`src/rtl/clb_ram.sv`:
```
// ----------------------------------------------------------------------------
// clb_ram
// Generic single-write, single-read RAM with registered read data.
// ----------------------------------------------------------------------------
module clb_ram #(
  parameter int WIDTH = 8,
  parameter int DEPTH = 16
) (
  input  logic                     clk_i,
  input  logic                     we_i,
  input  logic [$clog2(DEPTH)-1:0] waddr_i,
  input  logic [WIDTH-1:0]         wdata_i,
  input  logic [$clog2(DEPTH)-1:0] raddr_i,
  output logic [WIDTH-1:0]         rdata_o
);

  logic [WIDTH-1:0] mem [DEPTH];

  always_ff @(posedge clk_i) begin
    if (we_i) begin
      mem[waddr_i] <= wdata_i;
    end
    rdata_o <= mem[raddr_i];
  end

endmodule

```
`config.mk`:
```
export PLATFORM = sky130hd
export DESIGN_NAME = clb_ram
export DESIGN_NICKNAME = d
export VERILOG_FILES = /design/src/rtl/clb_ram.sv
export SDC_FILE = /design/constraint.sdc
export NUM_CORES = 1
export LEC_CHECK = 0
export BUFFER_PORTS_ARGS = -buffer_cell sky130_fd_sc_hd__buf_4
export CAP_MARGIN = 20
export CORE_MARGIN = 2
export CORE_UTILIZATION = 56
export CTS_CLUSTER_SIZE = 10
export DETAILED_ROUTE_END_ITERATION = 8
export PLACE_DENSITY = 0.83
export RECOVER_POWER = 100
export SYNTH_ARGS = -nofsm -noshare
export SYNTH_HDL_FRONTEND = slang
export SYNTH_SLANG_ARGS = --single-unit
```
`constraint.sdc`:
```
create_clock -name clk_i -period 2 [get_ports clk_i]
set_input_delay 0.1 -clock clk_i [delete_from_list [all_inputs] [get_ports clk_i]]
set_output_delay 0.1 -clock clk_i [all_outputs]
set_load 0.03 [all_outputs]
```
==> results.toml <==
[floorplanning]
fp.dieH_um = 99.88
die-area_um2 = 9975
start_util_pct = 58.45
core_um2 = 8806
num_rows = 34
die_x_um = 99.88
ioPinCount = 26

[synthesis]
synth_area_per_cell_um2 = 22.48
synth-seq-cells = 136
syn_inst = 229
syn_area_um2 = 5147
synth_top_family_by_area = "multiplexers"
synth_xor_area_share_pct = 0
synth_simple_gate_area_share_pct = 3.184
synthMuxAreaShare_pct = 15.02
ys_warn_count = 0
synth-adder-area-share_pct = 0
ys_types = 19
syn_nets = 247
yosys.area.top_type = "edfxtp_1"
synth_compound_area_share_pct = 2.333
synth_top_area_share_pct = 74.67
synth_area_leaders = "edfxtp_1 (75%), mux4_2 (7.9%), mux4_1 (7.1%), dfxtp_1 (3.1%), a22oi_1 (2.3%)"
synth.yosys.seq_area_share_pct = 77.78

[run_status]
status = "finished clean"

[sta]
slew_violations = 0
fin_tns_setup_ps = 0
maxSlewHeadroom_pct = 50.26
tightest_slew_ps = 746.1
fin_crit_ps = 1435
hold_slack_ps = 165.6
clock_skew_ps = 6.722
finalSetupViolations = 0
final_hold_viol_count = 0
period_share_pct = 71.75
rsz0062_at_grt = "no"
max_freq_mhz = 696.9

[cells_and_area]
layout_common_cells = "edfxtp_1 (128), clkbuf_1 (37), mux4_2 (18)"
final_core_util_pct = 69.20
multi_input_area_um2 = 1057
final_common_cell = "edfxtp_1"
diodes = 0
drive_gt1_share_pct = 18.54
nets = 307
design_area_um2 = 6093
fillerInstances = 543
syn2layout_area_growth_pct = 18.38
seqCellArea_um2 = 4004

[routing]
wl_um = 10240
post-route-drc-count = 0
antenna_left = 0
drt-vias-per-instance = 6.246
firstDrtPassIters = 4
dr_total_vias = 2561
avgRoutedWirePerCell_um = 24.97
drtIter0Drc = 301

[clock_tree]
cts_setup_buffers = 0
cts_buffer_depth = 2
clock_latency_ps = 520
cts_made_buffers = 17
cts_tree = "yes"
cts-root-buf = "clkbuf_8"
h-tree-depth = 4
cts.sinks = 136
clk_pin_slew_worst_paths_ps = 60

[power_and_ir_drop]
p_leak_nw = 1.997
power_w = 0.006742
power.density_nw_per_um2 = 1107
ir_drop_v = 0.0006343

[placement]
io_buffers = 25
dp_hpwl_um = 6174
place_area_um2 = 5532
gp_congestion = 0.7191

[global_routing]
grt_overflow = 0
grt_usage_pct = 22.70
grt_pass1_vias = 2685
grt_max_degree = 33
antenna_found_initial = 0
grt_pass1_wl_um = 15780

[critical_path]
critPathCaptureType = "flop"
crit_required_ps = 2400
r2r_start = "mem[1][2]"
regToRegSetupSlack_ps = 570
cp.arrival_ps = 1830
startpoint_type = "flop"
r2r_end = "rdata_o[2]"
cp_max_fo = 1
path_class = "flop to flop"
reg2reg_depth = 3

[worst_hold_path]
holdPathStages = 4
hp-class = "input port to flop"
min_from = "raddr_i[2]"
hold_path_end = "rdata_o[3]"

[job]
maxCapViolCount = 0
[through the flow]
stage / cells / setup slack [ps]
global route: 410 / 523.8
floorplan: 229 / 407.1
CTS: 410 / 583.6
detailed placement: 370 / 335.6
global placement: 370 / 366.0
finish: 410 / 565.1
[state kept, by name, indices dropped and copies added (netlist names)]
name,flops
mem,128
rdata_o,8
[cell usage after synthesis]
cell,instances
buf_6,3
nand3_1,1
edfxtp_1,128
or3b_2,1
mux4_1,14
buf_4,1
and2b_1,1
nand2_1,9
a22oi_1,16
nor2b_1,1
buf_2,3
nor2_1,13
nand2b_1,2
mux4_2,18
nor3_1,4
clkdlybuf4s25_2,3
and2_1,1
nand3b_1,2
dfxtp_1,8
[worst max path at each step]
stage / end / startpoint / slack, ps
floorplan: mem[0][0] / waddr_i[2] / 410
global placement: rdata_o[1] / raddr_i[0] / 370
detailed placement: rdata_o[1] / raddr_i[0] / 340
CTS: rdata_o[2] / mem[1][2] / 580
global route: rdata_o[2] / mem[1][2] / 520
finish: rdata_o[2] / mem[1][2] / 570
[power by group]
| part | switching (W) | internal (W) |
|---|---|---|
| combinational | 0.000206 | 0.000125 |
| sequential | 0.0000195 | 0.00319 |
| clock | 0.00117 | 0.00203 |
[critical path: stages (launching register included)]
cell and delay, ps:
edfxtp_1 390, mux4_1 520, a22oi_1 330, nand2_1 80
[kinds of logic (layout without fill, tap and decap cells)]
logic type | count (synthesis) | after routing
muxes | 32 | 32
AOI/OAI and AO/OA | 16 | 16
and+or+nand+nor | 35 | 35
buffers and inverters | 10 | 83
DFF | 136 | 136
[repair_timing]
item,CTS,global route
hold buffers,8,0
hold endpoints to repair,128,0
resized for setup,0,0
[layout make-up]
| class | count | share of cell area, % |
|---|---|---|
| flip-flops and latches | 136 | 65.71 |
| repair buffers | 51 | 4.600 |
| clock buffers | 18 | 6.858 |
| multi-input cells | 83 | 17.35 |
| well taps | 108 | 2.218 |
| clock inverters | 14 | 3.265 |
[metal layers]
layer | GRT usage [%] | vias to the layer above | wire [um]
met1 | 30.13 | 1347 | 4139
met5 | 0 | - | 0
met2 | 37.06 | 108 | 5291
met3 | 5.710 | 9 | 710
met4 | 8.535 | 0 | 95
li1 | - | 1097 | -
No activity file was read; power rests on OpenSTA's default activity.
